## config.mk

```make
export PLATFORM = sky130hd
export DESIGN_NAME = keyword_token_lexer_flat
export DESIGN_NICKNAME = d
export VERILOG_FILES = /design/src/kwl_pkg.sv /design/src/kwl_if.sv /design/src/keyword_token_lexer.sv /design/src/kwl_front.sv /design/src/kwl_back.sv /design/src/flat_wrapper.sv
export SDC_FILE = /design/constraint.sdc
export NUM_CORES = 1
export LEC_CHECK = 0
export ABC_AREA = 1
export ABC_CLOCK_PERIOD_IN_PS = 5050
export BUFFER_PORTS_ARGS = -buffer_cell sky130_fd_sc_hd__buf_4
export CAP_MARGIN = 5
export CORE_AREA = 4 4 228 230
export CTS_CLUSTER_DIAMETER = 30
export CTS_CLUSTER_SIZE = 20
export DETAILED_ROUTE_END_ITERATION = 8
export DIE_AREA = 0 0 232 234
export PLACE_DENSITY = 0.66
export SLEW_MARGIN = 20
export SYNTH_ARGS = -nofsm -noshare
export SYNTH_HDL_FRONTEND = slang
export SYNTH_SLANG_ARGS = --single-unit
```

## constraint.sdc

```tcl
create_clock -name clk_i -period 5.05 [get_ports clk_i]
set_input_delay 0 -clock clk_i [delete_from_list [all_inputs] [get_ports clk_i]]
set_output_delay 0 -clock clk_i [all_outputs]
set_load 0.03 [all_outputs]
```

## src/kwl_pkg.sv

```systemverilog
// Shared types, token codes and keyword tables for the keyword token lexer.
package kwl_pkg;

  // Token kinds as they appear on the result word.
  typedef enum logic [3:0] {
    TK_END    = 4'd0,
    TK_IDENT  = 4'd1,
    TK_CONST  = 4'd2,
    TK_LOG    = 4'd3,
    TK_INPUT  = 4'd4,
    TK_NUMBER = 4'd5,
    TK_EQUAL  = 4'd6,
    TK_SEMI   = 4'd7,
    TK_DOT    = 4'd8,
    TK_LPAREN = 4'd9,
    TK_RPAREN = 4'd10,
    TK_COMMA  = 4'd11,
    TK_ERROR  = 4'd12
  } tok_kind_e;

  // Character classes produced by the front end.
  typedef enum logic [2:0] {
    CL_SPACE,
    CL_NEWLINE,
    CL_LETTER,
    CL_DIGIT,
    CL_UNDER,
    CL_PUNCT,
    CL_END
  } cls_e;

  // One classified character as it sits in the queue between front and back.
  typedef struct packed {
    cls_e      cls;
    logic [7:0] chr;
    tok_kind_e kind;
  } ent_t;

  // Punctuator and special character codes.
  localparam logic [7:0] CH_EQUAL  = 8'h3d;
  localparam logic [7:0] CH_SEMI   = 8'h3b;
  localparam logic [7:0] CH_DOT    = 8'h2e;
  localparam logic [7:0] CH_LPAREN = 8'h28;
  localparam logic [7:0] CH_RPAREN = 8'h29;
  localparam logic [7:0] CH_COMMA  = 8'h2c;
  localparam logic [7:0] CH_UNDER  = 8'h5f;
  localparam logic [7:0] CH_NL     = 8'h0a;
  localparam logic [7:0] CH_SPACE  = 8'h20;
  localparam logic [7:0] CH_TAB    = 8'h09;
  localparam logic [7:0] CH_CR     = 8'h0d;

  // Keyword spellings: const, log, input.
  localparam int unsigned KwCount = 3;
  localparam logic [7:0] KW_TEXT [KwCount][5] = '{
    '{8'h63, 8'h6f, 8'h6e, 8'h73, 8'h74},
    '{8'h6c, 8'h6f, 8'h67, 8'h00, 8'h00},
    '{8'h69, 8'h6e, 8'h70, 8'h75, 8'h74}
  };
  localparam logic [2:0] KW_LEN [KwCount] = '{3'd5, 3'd3, 3'd5};

  // True when keyword k has character c at position idx.
  function automatic logic kw_hit(input logic [1:0] k, input logic [15:0] idx,
                                  input logic [7:0] c);
    logic hit;
    hit = 1'b0;
    if (idx < 16'(KW_LEN[k])) begin
      hit = (KW_TEXT[k][idx[2:0]] == c);
    end
    return hit;
  endfunction

endpackage

```

## src/kwl_if.sv

```systemverilog
// Valid/ready channel interfaces for source characters and result tokens.
interface kwl_in_if;
  logic       valid;
  logic       ready;
  logic [7:0] char_code;
  logic       end_of_input;

  modport source (output valid, output char_code, output end_of_input, input ready);
  modport sink   (input valid, input char_code, input end_of_input, output ready);
endinterface

interface kwl_out_if #(
  parameter int COORD_BITS  = 16,
  parameter int VALUE_BITS  = 32,
  parameter int LENGTH_BITS = 8
);
  logic                   valid;
  logic                   ready;
  logic [3:0]             token_kind;
  logic [COORD_BITS-1:0]  start_line;
  logic [COORD_BITS-1:0]  start_column;
  logic [LENGTH_BITS-1:0] text_length;
  logic [VALUE_BITS-1:0]  number_value;
  logic                   number_overflow;
  logic [7:0]             bad_char;
  logic                   last;

  modport source (output valid, output token_kind, output start_line, output start_column,
                  output text_length, output number_value, output number_overflow,
                  output bad_char, output last, input ready);
  modport sink   (input valid, input token_kind, input start_line, input start_column,
                  input text_length, input number_value, input number_overflow,
                  input bad_char, input last, output ready);
endinterface

```

## src/keyword_token_lexer.sv

```systemverilog
// Path: a word is queued in the front queue, then its tokens in the result buffer.
// Throughput: one character per cycle while the result buffer has room; a character
// that closes a pending token and also forms one of its own yields two result words,
// limited by the one output port. Reset: line and column return to 1, lexer goes idle, both queues empty.
// An end-of-input word returns the lexer to the same state after its tokens.
module keyword_token_lexer import kwl_pkg::*; #(
  parameter int COORD_BITS  = 16,
  parameter int VALUE_BITS  = 32,
  parameter int LENGTH_BITS = 8
) (
  input  logic      clk_i,
  input  logic      rst_ni,
  kwl_in_if.sink    in_i,
  kwl_out_if.source out_o
);

  logic fe_valid;
  logic fe_pop;
  ent_t fe_entry;

  // Front end: classification and character queue.
  kwl_front u_front (
    .clk_i      (clk_i),
    .rst_ni     (rst_ni),
    .in_i       (in_i),
    .fe_valid_o (fe_valid),
    .fe_entry_o (fe_entry),
    .fe_pop_i   (fe_pop)
  );

  // Back end: token assembly and result buffer.
  kwl_back #(
    .COORD_BITS  (COORD_BITS),
    .VALUE_BITS  (VALUE_BITS),
    .LENGTH_BITS (LENGTH_BITS)
  ) u_back (
    .clk_i      (clk_i),
    .rst_ni     (rst_ni),
    .fe_valid_i (fe_valid),
    .fe_entry_i (fe_entry),
    .fe_pop_o   (fe_pop),
    .out_o      (out_o)
  );

`ifndef ASSERT_OFF
  // The back end only takes characters from a non-empty queue.
  assert property (@(posedge clk_i) disable iff (!rst_ni) fe_pop |-> fe_valid)
    else $error("back end popped an empty character queue");

  // A full front queue is never empty.
  assert property (@(posedge clk_i) disable iff (!rst_ni) !in_i.ready |-> fe_valid)
    else $error("input stalled with no character queued");

  // End markers and punctuators always leave a word in the result buffer.
  assert property (@(posedge clk_i) disable iff (!rst_ni)
    fe_pop && (fe_entry.cls == CL_END || fe_entry.cls == CL_PUNCT) |=> out_o.valid)
    else $error("token-producing character left no result word");
`endif

endmodule

```

## src/kwl_front.sv

```systemverilog
// Front end: accepts source words, classifies each character and queues it.
module kwl_front import kwl_pkg::*; (
  input  logic        clk_i,
  input  logic        rst_ni,
  kwl_in_if.sink      in_i,
  output logic        fe_valid_o,
  output ent_t        fe_entry_o,
  input  logic        fe_pop_i
);

  localparam int Depth = 2;

  ent_t       cls_ent;
  ent_t       q_mem [Depth];
  logic       wp_q, rp_q;
  logic [1:0] cnt_q;
  logic       push, full;

  // Character classification.
  always_comb begin
    logic [7:0] c;
    c = in_i.char_code;
    cls_ent.chr  = c;
    cls_ent.kind = TK_ERROR;
    if (in_i.end_of_input) begin
      cls_ent.cls = CL_END;
    end else if (c == CH_NL) begin
      cls_ent.cls = CL_NEWLINE;
    end else if (c == CH_SPACE || (c >= CH_TAB && c <= CH_CR)) begin
      cls_ent.cls = CL_SPACE;
    end else if ((c >= 8'h61 && c <= 8'h7a) || (c >= 8'h41 && c <= 8'h5a)) begin
      cls_ent.cls = CL_LETTER;
    end else if (c >= 8'h30 && c <= 8'h39) begin
      cls_ent.cls = CL_DIGIT;
    end else if (c == CH_UNDER) begin
      cls_ent.cls = CL_UNDER;
    end else begin
      cls_ent.cls = CL_PUNCT;
      unique case (c)
        CH_EQUAL:  cls_ent.kind = TK_EQUAL;
        CH_SEMI:   cls_ent.kind = TK_SEMI;
        CH_DOT:    cls_ent.kind = TK_DOT;
        CH_LPAREN: cls_ent.kind = TK_LPAREN;
        CH_RPAREN: cls_ent.kind = TK_RPAREN;
        CH_COMMA:  cls_ent.kind = TK_COMMA;
        default:   cls_ent.kind = TK_ERROR;
      endcase
    end
  end

  // Queue handshake: ready depends on occupancy only.
  assign full       = (cnt_q == 2'(Depth));
  assign in_i.ready = !full;
  assign push       = in_i.valid && !full;
  assign fe_valid_o = (cnt_q != 2'd0);
  assign fe_entry_o = q_mem[rp_q];

  // Queue pointers and occupancy.
  always_ff @(posedge clk_i or negedge rst_ni) begin
    if (!rst_ni) begin
      wp_q  <= 1'b0;
      rp_q  <= 1'b0;
      cnt_q <= 2'd0;
    end else begin
      if (push) begin
        wp_q <= !wp_q;
      end
      if (fe_pop_i) begin
        rp_q <= !rp_q;
      end
      cnt_q <= cnt_q + 2'(push) - 2'(fe_pop_i);
    end
  end

  // Queue storage.
  always_ff @(posedge clk_i) begin
    if (push) begin
      q_mem[wp_q] <= cls_ent;
    end
  end

endmodule

```

## src/kwl_back.sv

```systemverilog
// Back end: lexer state, token assembly and the result buffer.
module kwl_back import kwl_pkg::*; #(
  parameter int COORD_BITS  = 16,
  parameter int VALUE_BITS  = 32,
  parameter int LENGTH_BITS = 8
) (
  input  logic     clk_i,
  input  logic     rst_ni,
  input  logic     fe_valid_i,
  input  ent_t     fe_entry_i,
  output logic     fe_pop_o,
  kwl_out_if.source out_o
);

  typedef enum logic [1:0] {
    MODE_IDLE,
    MODE_IDENT,
    MODE_NUM
  } mode_e;

  typedef struct packed {
    tok_kind_e              kind;
    logic [COORD_BITS-1:0]  line;
    logic [COORD_BITS-1:0]  col;
    logic [LENGTH_BITS-1:0] len;
    logic [VALUE_BITS-1:0]  val;
    logic                   ovf;
    logic [7:0]             bad;
    logic                   last;
  } res_t;

  localparam logic [COORD_BITS-1:0]  CoordMax  = '1;
  localparam logic [LENGTH_BITS-1:0] LengthMax = '1;
  localparam logic [VALUE_BITS-1:0]  ValueMax  = '1;
  localparam int BufDepth = 4;

  mode_e                  mode_q, mode_d;
  logic [COORD_BITS-1:0]  line_q, line_d, col_q, col_d, tstart_q, tstart_d;
  logic [LENGTH_BITS-1:0] tlen_q, tlen_d;
  logic [VALUE_BITS-1:0]  acc_q, acc_d;
  logic                   ovf_q, ovf_d;
  logic [2:0]             kwm_q, kwm_d;

  res_t       obuf [BufDepth];
  logic [1:0] owp_q, orp_q;
  logic [2:0] ocnt_q;
  res_t       r0, r1, pend, newt;
  logic [1:0] nres;
  logic       out_pop;

  // Accept a character only when the buffer can take two words.
  assign fe_pop_o = fe_valid_i && (ocnt_q <= 3'd2);
  assign out_pop  = out_o.valid && out_o.ready;

  // Token assembly and next lexer state.
  always_comb begin
    logic                   is_end, ext_id, ext_num, start, go, id_go, num_go;
    logic                   emit_pend, has_new;
    logic [LENGTH_BITS-1:0] base_len;
    logic [VALUE_BITS-1:0]  base_acc;
    logic                   base_ovf;
    logic [2:0]             base_kwm;
    logic [VALUE_BITS+3:0]  prod;
    logic [COORD_BITS-1:0]  col_inc;
    cls_e                   cls;

    cls     = fe_entry_i.cls;
    is_end  = (cls == CL_END);
    ext_id  = (mode_q == MODE_IDENT) &&
              (cls == CL_LETTER || cls == CL_DIGIT || cls == CL_UNDER);
    ext_num = (mode_q == MODE_NUM) && (cls == CL_DIGIT);
    start   = !is_end && !ext_id && !ext_num && (cls == CL_LETTER || cls == CL_DIGIT);
    go      = ext_id || ext_num || start;
    id_go   = ext_id || (start && cls == CL_LETTER);
    num_go  = ext_num || (start && cls == CL_DIGIT);
    emit_pend = (mode_q != MODE_IDLE) && !ext_id && !ext_num;
    has_new   = is_end || (!go && (cls == CL_UNDER || cls == CL_PUNCT));

    base_len = start ? '0 : tlen_q;
    base_acc = start ? '0 : acc_q;
    base_ovf = start ? 1'b0 : ovf_q;
    base_kwm = start ? 3'b111 : kwm_q;
    col_inc  = (col_q == CoordMax) ? col_q : col_q + 1'b1;

    // Multiply by ten and add the digit, one extra nibble to catch overflow.
    prod = ({4'b0, base_acc} << 3) + ({4'b0, base_acc} << 1) +
           (VALUE_BITS + 4)'(fe_entry_i.chr[3:0]);

    // Pending identifier or number, closed by this character.
    pend      = '0;
    pend.line = line_q;
    pend.col  = tstart_q;
    pend.len  = tlen_q;
    if (mode_q == MODE_NUM) begin
      pend.kind = TK_NUMBER;
      pend.val  = acc_q;
      pend.ovf  = ovf_q;
    end else if (kwm_q[0] && tlen_q == LENGTH_BITS'(KW_LEN[0])) begin
      pend.kind = TK_CONST;
    end else if (kwm_q[1] && tlen_q == LENGTH_BITS'(KW_LEN[1])) begin
      pend.kind = TK_LOG;
    end else if (kwm_q[2] && tlen_q == LENGTH_BITS'(KW_LEN[2])) begin
      pend.kind = TK_INPUT;
    end else begin
      pend.kind = TK_IDENT;
    end

    // Single-character token, end token or error token.
    newt      = '0;
    newt.line = line_q;
    newt.col  = col_q;
    newt.kind = is_end ? TK_END : fe_entry_i.kind;
    newt.bad  = (!is_end && fe_entry_i.kind == TK_ERROR) ? fe_entry_i.chr : 8'h00;
    newt.last = 1'b1;

    r0      = emit_pend ? pend : newt;
    r0.last = !(emit_pend && has_new);
    r1      = newt;
    nres    = 2'(emit_pend) + 2'(has_new);

    // Lexer state update.
    mode_d   = mode_q;
    line_d   = line_q;
    col_d    = col_q;
    tstart_d = tstart_q;
    tlen_d   = tlen_q;
    acc_d    = acc_q;
    ovf_d    = ovf_q;
    kwm_d    = kwm_q;
    if (is_end) begin
      mode_d   = MODE_IDLE;
      line_d   = COORD_BITS'(1);
      col_d    = COORD_BITS'(1);
      tstart_d = COORD_BITS'(1);
      tlen_d   = '0;
      acc_d    = '0;
      ovf_d    = 1'b0;
      kwm_d    = 3'b111;
    end else if (go) begin
      col_d  = col_inc;
      tlen_d = (base_len == LengthMax) ? base_len : base_len + 1'b1;
      acc_d  = base_acc;
      ovf_d  = base_ovf;
      kwm_d  = base_kwm;
      if (start) begin
        mode_d   = (cls == CL_LETTER) ? MODE_IDENT : MODE_NUM;
        tstart_d = col_q;
      end
      if (id_go) begin
        for (int k = 0; k < KwCount; k++) begin
          kwm_d[k] = base_kwm[k] & kw_hit(2'(k), 16'(base_len), fe_entry_i.chr);
        end
      end
      if (num_go) begin
        if (prod[VALUE_BITS+3:VALUE_BITS] != 4'h0) begin
          acc_d = ValueMax;
          ovf_d = 1'b1;
        end else begin
          acc_d = prod[VALUE_BITS-1:0];
        end
      end
    end else begin
      mode_d = MODE_IDLE;
      if (cls == CL_NEWLINE) begin
        line_d = (line_q == CoordMax) ? line_q : line_q + 1'b1;
        col_d  = COORD_BITS'(1);
      end else begin
        col_d = col_inc;
      end
    end
  end

  // Lexer state and buffer control.
  always_ff @(posedge clk_i or negedge rst_ni) begin
    if (!rst_ni) begin
      mode_q   <= MODE_IDLE;
      line_q   <= COORD_BITS'(1);
      col_q    <= COORD_BITS'(1);
      tstart_q <= COORD_BITS'(1);
      tlen_q   <= '0;
      acc_q    <= '0;
      ovf_q    <= 1'b0;
      kwm_q    <= 3'b111;
      owp_q    <= 2'd0;
      orp_q    <= 2'd0;
      ocnt_q   <= 3'd0;
    end else begin
      if (fe_pop_o) begin
        mode_q   <= mode_d;
        line_q   <= line_d;
        col_q    <= col_d;
        tstart_q <= tstart_d;
        tlen_q   <= tlen_d;
        acc_q    <= acc_d;
        ovf_q    <= ovf_d;
        kwm_q    <= kwm_d;
        owp_q    <= owp_q + nres;
      end
      if (out_pop) begin
        orp_q <= orp_q + 2'd1;
      end
      ocnt_q <= ocnt_q + (fe_pop_o ? 3'(nres) : 3'd0) - 3'(out_pop);
    end
  end

  // Result buffer storage: up to two words per character.
  always_ff @(posedge clk_i) begin
    if (fe_pop_o && nres != 2'd0) begin
      obuf[owp_q] <= r0;
    end
    if (fe_pop_o && nres == 2'd2) begin
      obuf[owp_q + 2'd1] <= r1;
    end
  end

  // Output word from the buffer head.
  assign out_o.valid           = (ocnt_q != 3'd0);
  assign out_o.token_kind      = obuf[orp_q].kind;
  assign out_o.start_line      = obuf[orp_q].line;
  assign out_o.start_column    = obuf[orp_q].col;
  assign out_o.text_length     = obuf[orp_q].len;
  assign out_o.number_value    = obuf[orp_q].val;
  assign out_o.number_overflow = obuf[orp_q].ovf;
  assign out_o.bad_char        = obuf[orp_q].bad;
  assign out_o.last            = obuf[orp_q].last;

endmodule

```

## src/flat_wrapper.sv

```systemverilog
// flat-port wrapper written by rule: the top's interface ports become plain ports
module keyword_token_lexer_flat import kwl_pkg::*;
#(
  parameter int COORD_BITS  = 16,
  parameter int VALUE_BITS  = 32,
  parameter int LENGTH_BITS = 8
)
  (clk_i, rst_ni, in_i_valid, in_i_char_code, in_i_end_of_input, in_i_ready, out_o_valid, out_o_token_kind, out_o_start_line, out_o_start_column, out_o_text_length, out_o_number_value, out_o_number_overflow, out_o_bad_char, out_o_last, out_o_ready);
  kwl_in_if in_i_i ();
  kwl_out_if #(.COORD_BITS(COORD_BITS), .VALUE_BITS(VALUE_BITS), .LENGTH_BITS(LENGTH_BITS)) out_o_i ();
  input  logic clk_i;
  input  logic rst_ni;
  input wire logic [$bits(in_i_i.valid)-1:0] in_i_valid;
  input wire logic [$bits(in_i_i.char_code)-1:0] in_i_char_code;
  input wire logic [$bits(in_i_i.end_of_input)-1:0] in_i_end_of_input;
  output wire logic [$bits(in_i_i.ready)-1:0] in_i_ready;
  output wire logic [$bits(out_o_i.valid)-1:0] out_o_valid;
  output wire logic [$bits(out_o_i.token_kind)-1:0] out_o_token_kind;
  output wire logic [$bits(out_o_i.start_line)-1:0] out_o_start_line;
  output wire logic [$bits(out_o_i.start_column)-1:0] out_o_start_column;
  output wire logic [$bits(out_o_i.text_length)-1:0] out_o_text_length;
  output wire logic [$bits(out_o_i.number_value)-1:0] out_o_number_value;
  output wire logic [$bits(out_o_i.number_overflow)-1:0] out_o_number_overflow;
  output wire logic [$bits(out_o_i.bad_char)-1:0] out_o_bad_char;
  output wire logic [$bits(out_o_i.last)-1:0] out_o_last;
  input wire logic [$bits(out_o_i.ready)-1:0] out_o_ready;
  assign in_i_i.valid = in_i_valid;
  assign in_i_i.char_code = in_i_char_code;
  assign in_i_i.end_of_input = in_i_end_of_input;
  assign in_i_ready = in_i_i.ready;
  assign out_o_valid = out_o_i.valid;
  assign out_o_token_kind = out_o_i.token_kind;
  assign out_o_start_line = out_o_i.start_line;
  assign out_o_start_column = out_o_i.start_column;
  assign out_o_text_length = out_o_i.text_length;
  assign out_o_number_value = out_o_i.number_value;
  assign out_o_number_overflow = out_o_i.number_overflow;
  assign out_o_bad_char = out_o_i.bad_char;
  assign out_o_last = out_o_i.last;
  assign out_o_i.ready = out_o_ready;
  keyword_token_lexer #(.COORD_BITS(COORD_BITS), .VALUE_BITS(VALUE_BITS), .LENGTH_BITS(LENGTH_BITS)) u_core (.clk_i(clk_i), .rst_ni(rst_ni), .in_i(in_i_i), .out_o(out_o_i));
endmodule
```

Word-level counts from Yosys, hierarchy flattened
Memory sizes are Yosys's and may differ from the RTL's.
Cells that the tools add are included.
- add/subtract/negate cells: 13
- $lt $le $gt $ge: 12
- eq/ne operators: 31
- mux-type cells: 79
- bitwise logic cells: 4
- reduce and logical (&&, ||, !) cells: 54
- operators with widths (cell ; count):
    $mux W16 ; 11
    $mux W32 ; 5
    $mux W8 ; 11
    $mux W86 ; 1
    $eq A8 B6 Y1 const B ; 7
    $add A35 B33 Y36 ; 1
    $add A36 B4 Y36 ; 1
    $mux W3 ; 12
    $mux W33 ; 1
    $add A16 B1 Y16 const B ; 2
    $eq A16 B16 Y1 const B ; 2
    $mux W4 ; 8
    $eq A8 B8 Y1 ; 3
    $logic_and A1 B1 Y1 ; 24
    $mux W1 ; 24
    $pmux W4 S6 ; 1
    $ge A8 B7 Y1 const B ; 2
    $le A8 B7 Y1 const B ; 2
    $reduce_bool A2 Y1 ; 6
    $logic_or A1 B1 Y1 ; 10
    $mux W2 ; 5
    $eq A3 B3 Y1 const B ; 3
    $add A8 B1 Y8 const B ; 1
    $eq A8 B2 Y1 const B ; 1
    other kinds (34) ; 49
- bits in registers: 105
- memory bits (writable): 374
- ROM bits: 192
- output and inout bits: 88
- memories: 5
- memories (name ; words ; bits a word ; read ports ; clocked after Yosys merged registers in ; wr ports ; RTL line ; source):
    u_core.u_back.obuf ; 4 ; 86 ; 1 ; 0 ; 2 ; kwl_back.sv:44 ; res_t obuf [BufDepth];
    (name not given) ; 8 ; 8 ; 1 ; 0 ; 0 ; kwl_pkg.sv:67 ; hit = (KW_TEXT[k][idx[2:0]] == c);
    (name not given) ; 8 ; 8 ; 1 ; 0 ; 0 ; kwl_pkg.sv:67 ;
    (name not given) ; 8 ; 8 ; 1 ; 0 ; 0 ; kwl_pkg.sv:67 ;
    u_core.u_front.q_mem ; 2 ; 15 ; 1 ; 0 ; 1 ; kwl_front.sv:14 ; ent_t q_mem [Depth];

Longest topological paths before layout
An unclocked memory read counts as a cell.
- depth after elaboration: 23
- depth in mapped cells: 31

Modules after synthesis
A second synthesis with hierarchy kept.
- cells, all modules: 3066
- area total of the unflattened synthesis: 24678.7 µm²
- by module, submodules not included (module ; times used ; cells each ; area each (µm²) ; sequential area each (µm²)):
    kwl_back ; 1 ; 2934 ; 23089.6 ; 11183.2
    kwl_front ; 1 ; 132 ; 1589.0 ; 1001.0

Least setup slack after synthesis
Ideal clock, no wire load.
- path type: register -> register
- start point: reg u_core.u_front.rp_q
- end point: reg u_core.u_back.acc_q[3]
- arrival: 3.957 ns
- data required time: 4.933 ns
- path slack: 0.976 ns
- cell stages (with the launch flop): 29
- buffers on the path: 4
- period minus slack after synthesis: 4.074 ns
- path through: dfrtp_1 > buf_6 > inv_2 > nand2_2 > nand2_4 > inv_2 > nor2_4 > o211ai_4 > buf_6 > buf_2 > nand2_1 > inv_1 > fa_1 > inv_1 > fa_1 > nand3b_1 > nand2_1 > nand2_1 > nand2_1 > nand2_1 > nand2_1 > nand2_1 > nand3_1 > nand2_1 > nor2_1 > buf_2 > nand4_1 > nand2_1 > nand2_1
- longest elaborated chain between the ends: 17
- ends and longest elaborated chain (item ; RTL line ; source):
    start, declared ; kwl_front.sv:15 ; logic wp_q, rp_q;
    start signal, assigned ; kwl_front.sv:69 ; rp_q <= !rp_q;
    $mem_v2 Z2 W15 * ; - ;
    $eq A3 B2 Y1, on equally long branches ; kwl_back.sv:70, kwl_back.sv:72, kwl_back.sv:71 ;
    $logic_or A1 B1 Y1 ; kwl_back.sv:70, kwl_back.sv:72 ;
    $logic_or A1 B1 Y1 ; kwl_back.sv:70 ; (cls == CL_LETTER || cls == CL_DIGIT || cls == CL_UNDER);
    $logic_and A1 B1 Y1 ; kwl_back.sv:69 ; ext_id = (mode_q == MODE_IDENT) &&
    $logic_not A1 Y1 ; kwl_back.sv:72 ; start = !is_end && !ext_id && !ext_num && (cls == CL_LETTER || cls == CL_DIGIT);
    $logic_and A1 B1 Y1 (3 in series) ; kwl_back.sv:72 ;
    $mux W32 ; kwl_back.sv:80 ; base_acc = start ? '0 : acc_q;
    $add A35 B33 Y36 ; kwl_back.sv:86 ; prod = ({4'b0, base_acc} << 3) + ({4'b0, base_acc} << 1) +
    $add A36 B4 Y36 ; kwl_back.sv:86 ;
    $reduce_bool A4 Y1 ; kwl_back.sv:155 ; if (prod[VALUE_BITS+3:VALUE_BITS] != 4'h0) begin
    $mux W32 ; kwl_back.sv:155 ;
    $mux W32 ; kwl_back.sv:154 ; if (num_go) begin
    $mux W32 ; kwl_back.sv:139 ; end else if (go) begin
    $mux W32 ; kwl_back.sv:130 ; if (is_end) begin
    end signal, assigned ; kwl_back.sv:181 ; acc_q <= '0;
    end signal, assigned ; kwl_back.sv:194 ; acc_q <= acc_d;
    end, declared ; kwl_back.sv:40 ; logic [VALUE_BITS-1:0] acc_q, acc_d;
Every way passes the cells marked *; elsewhere a longest branch is shown, timed or not. The select of a mux whose other input is x is not followed.
A chain may end at the register's enable or synchronous reset.

Final worst setup path
- start point: reg u_core.u_front.rp_q
- end point: reg u_core.u_back.acc_q[27]
Same word-level chain as after synthesis.

==> summary.md <==
| Metric | Value |
|---|---|
| Outcome | `finished, final reports clean` |
| CP Class | `reg -> reg` |
| Synth Flop Type | `edfxtp_1` |
| Synth area leaders | `edfxtp_1 (25%), dfxtp_1 (14%), nand2_1 (10%)` |
| Initial antenna violation count | `1` |
| Hold endpoint | `u_core.u_front.q_mem[0][9]$_DFFE_PP_` |
| DRT antenna net count | `0` |
| Yosys cell types | `60` |
| Tcrit/Tclk final | `0.938` |
| TritonCTS clock tree | `yes` |
| Flop-to-flop setup slack | `between 0.3 and 0.4 ns` |
| Final Hold Slack | `0.133 ns` |
| Hold path depth | `2` |
| Synth top area share | `0.251` |
| Syn_nets | `about 3,100` |
| RSZ-0062 raised after global routing | `false` |
| Rows | `82` |
| CORE AREA | `49,900 um^2` |
| CP max FO | `15` |
| Synth Area per Inst | `~8 um^2` |
| Synth warnings | `0` |
| First-pass DRT Iterations | `6` |
| Worst r2r dst | `u_core.u_back.acc_q[27]$_DFFE_PN0P_` |
| Post-Route WL | `73,400 um` |
| # diodes | `0` |
| Global-route wire length before repair | `between 100,000 and 150,000 um` |
| Sequential area share after synthesis | `0.494` |
| Max Freq | `211 MHz` |
| Clock buffer count from CTS | `92` |
| Total power draw | `roughly 20 mW` |
| Worst Tran Pin Value | `approximately 1.1 ns` |
| HP Class | `in -> reg` |
| Commonest non-fill, non-tap cell in the layout | `nand2_1` |
| Largest net degree at the start of global routing | `just under 100` |
| Detailed Route Iter0 Violations | `~2,100` |
| Initial Utilization | `0.495` |
| Clock transition at path regs | `0.05 ns` |
| Yosys top cell by area | `edfxtp_1` |
| Placer congestion estimate | `0.930` |
| EDFF count, synth | `206` |
| I/O pins | `roughly 100` |
| Clock buffer depth | `3` |
| Slew Limit Fails | `0` |
| Detail Placement HPWL | `46,300 um` |
| Worst setup SP type | `flip-flop` |
| Sink Count | `479` |
| Peak supply drop | `0.497 mV` |
| P&R area growth vs syn | `18.6%` |
| Remaining global-route overflow | `0` |
| GRT Util Overall | `0.263` |
| Vias per Instance | `5.71` |
| Max_cap viols | `0` |
| P_leak | `12.6 nW` |
| Share of cells above drive strength 1 | `0.125` |
| Routed met2 length | `32,500 um` |
| Die Height | `234 um` |
| H-tree levels | `3` |
| Tmin final | `4.74 ns` |
| Syn Inst Count | `3,036` |
| Final #Nets | `between 3,000 and 4,000` |
| Vias in the first global route | `20,600` |
| Clock skew | `0.0263 ns` |
| Root Buffer | `clkbuf_16` |
| DRC viols | `0` |
| PortBufs | `100` |
| Fin. Hold Viols | `0` |
| Synthesis-stage register bit count | `479` |
| WL per Instance | `around 19 um` |
| Slew HR | `0.253` |
| Worst endpoint required time | `5.54 ns` |
| Routed via count | `22,100` |
| Arrival @ worst endpoint | `5.23 ns` |
| FFs w/ async S/R, synth | `0.219` |
| PD cells | `681 nW/um^2` |
| Crit path capture type | `flip-flop` |
| Wl on met1 | `32,600 um` |
| Highest metal layer with signal wires | `met5` |
| Total Neg Setup Slack | `0 ns` |
| R2r startpoint | `u_core.u_front.rp_q$_DFFE_PN0P_` |
| Reg2Reg Depth | `25` |
| Die area | `54,300 um^2` |
| Clock Latency Late Sink | `0.63 ns` |
| Die outline width | `232 um` |
| Endpoints failing setup | `0` |
| Synthesized cell area | `24,700 um^2` |
| Most frequent cells in the layout | `nand2_1 (671), nor2_1 (414), o21ai_0 (384)` |
| WL met3 | `between 6000 and 7000 um` |
| Hold wc startpoint | `in_i_char_code[5]` |
## state kept, by name, indices dropped and copies added, names as in the netlist
name / cells
u_core.u_back.orp_q: 2
u_core.u_back.ocnt_q: 3
u_core.u_front.cnt_q: 2
u_core.u_back.acc_q: 32
u_core.u_front.q_mem: 30
u_core.u_back.ovf_q: 1
u_core.u_front.rp_q: 1
u_core.u_back.tstart_q: 16
u_core.u_back.col_q: 16
u_core.u_back.tlen_q: 8
u_core.u_back.owp_q: 2
u_core.u_back.line_q: 16
u_core.u_front.wp_q: 1
u_core.u_back.obuf: 344
u_core.u_back.mode_q: 2
u_core.u_back.kwm_q: 3
## power by group
group | switching, mW | total (mW) | internal (mW) | leakage (nW)
clock | 2.10 | 6.23 | 4.12 | 1.59
combinational | 6.04 | 8.45 | 2.41 | 6.31
sequential | 0.401 | 5.24 | 4.83 | 4.68
## metrics by stage
| stage | worst slack, ns | utilization | cells | cell area, um^2 |
|---|---|---|---|---|
| final | 0.314 | 0.587 | 3876 | 29300 |
| after global routing | 0.0402 | 0.587 | 3876 | 29300 |
| after CTS | 0.156 | 0.586 | 3875 | 29200 |
| after detailed placement | 0.203 | 0.519 | 3689 | 25900 |
| after global placement | 0.402 | 0.519 | 3689 | 25900 |
| after floorplan | 0.976 | - | 3036 | 24700 |
## synth_stat cells (8+ instances only)
| master | n |
|---|---|
| a21oi_1 | 61 |
| buf_2 | 25 |
| buf_6 | 8 |
| clkbuf_1 | 112 |
| dfrtp_1 | 99 |
| dfxtp_1 | 168 |
| edfxtp_1 | 206 |
| ha_1 | 78 |
| inv_1 | 229 |
| inv_2 | 13 |
| nand2_1 | 679 |
| nand2_2 | 11 |
| nand3_1 | 147 |
| nand4_1 | 22 |
| nor2_1 | 415 |
| nor3_1 | 22 |
| o21ai_0 | 384 |
| o21ai_1 | 13 |
| o21ai_2 | 20 |
| o22ai_1 | 167 |
| or2_2 | 8 |
| xor2_1 | 32 |
## per-layer routing
layer / global-route usage / vias up
met4: 0.0828 / 2
met3: 0.0470 / 126
met2: 0.401 / 980
met5: 0 / -
li1: - / 10500
met1: 0.383 / 10500
## repair_timing
action / CTS / global route
hold buffers: 14 / 0
endpoints found under the setup margin: 0 / 33
setup buffers: 0 / 0
endpoints found under the hold margin: 94 / 0
gates resized for setup: 0 / 3
## area by class of cell
cell class                      instances  area, um^2
Tap cell                              672         841
Clock inverter                         62         714
Inverter                              250         950
Fill cell                            4517       20600
Clock buffer                          110        2490
Timing Repair Buffer                  150        1180
Sequential cell                       479       12200
Multi-Input combinational cell       2153       10900
## kinds of logic (layout without fill, tap and decap cells)
| group | count (synthesis) | in the layout | synth area share |
|---|---|---|---|
| simple gates | 1343 | 1344 | 0.226 |
| buf+inv | 405 | 572 | 0.0663 |
| xor+xnor | 38 | 38 | 0.0138 |
| mux | 1 | 1 | 0.000406 |
| flops | 479 | 479 | 0.494 |
| compound gates | 689 | 689 | 0.158 |
| fa+ha+maj | 81 | 81 | 0.0420 |
## worst max path at each step
stage | startpoint | endpoint | slack [ns] | depth (start not counted)
after CTS | u_core.u_front.rp_q$_DFFE_PN0P_ | u_core.u_back.acc_q[30]$_DFFE_PN0P_ | 0.16 | 27
final | u_core.u_front.rp_q$_DFFE_PN0P_ | u_core.u_back.acc_q[27]$_DFFE_PN0P_ | 0.31 | 25
after global placement | u_core.u_front.rp_q$_DFFE_PN0P_ | u_core.u_back.acc_q[30]$_DFFE_PN0P_ | 0.40 | 27
after detailed placement | u_core.u_front.rp_q$_DFFE_PN0P_ | u_core.u_back.acc_q[30]$_DFFE_PN0P_ | 0.20 | 27
after global routing | u_core.u_front.rp_q$_DFFE_PN0P_ | u_core.u_back.acc_q[31]$_DFFE_PN0P_ | 0.04 | 25
after floorplan | u_core.u_front.rp_q$_DFFE_PN0P_ | u_core.u_back.acc_q[3]$_DFFE_PN0P_ | 0.98 | 28
## worst max-delay path: stages (launching register included)
cell	delay (ns)
dfrtp_2	0.49
buf_4	0.20
nand2_1	0.07
o21ai_2	0.10
nor2_4	0.18
o211ai_4	0.14
buf_4	0.23
nand2_1	0.10
inv_1	0.07
ha_1	0.29
ha_1	0.27
inv_1	0.08
fa_1	0.39
nand3b_1	0.17
nand2_1	0.12
nand2_1	0.06
nand2_1	0.12
nand2_1	0.07
nand2_1	0.18
nand2_1	0.07
nand2_1	0.13
xnor2_2	0.13
nor2_2	0.61
nand3_1	0.17
nand3_1	0.11
nand2_1	0.05
(Power assumes the default switching activity.)
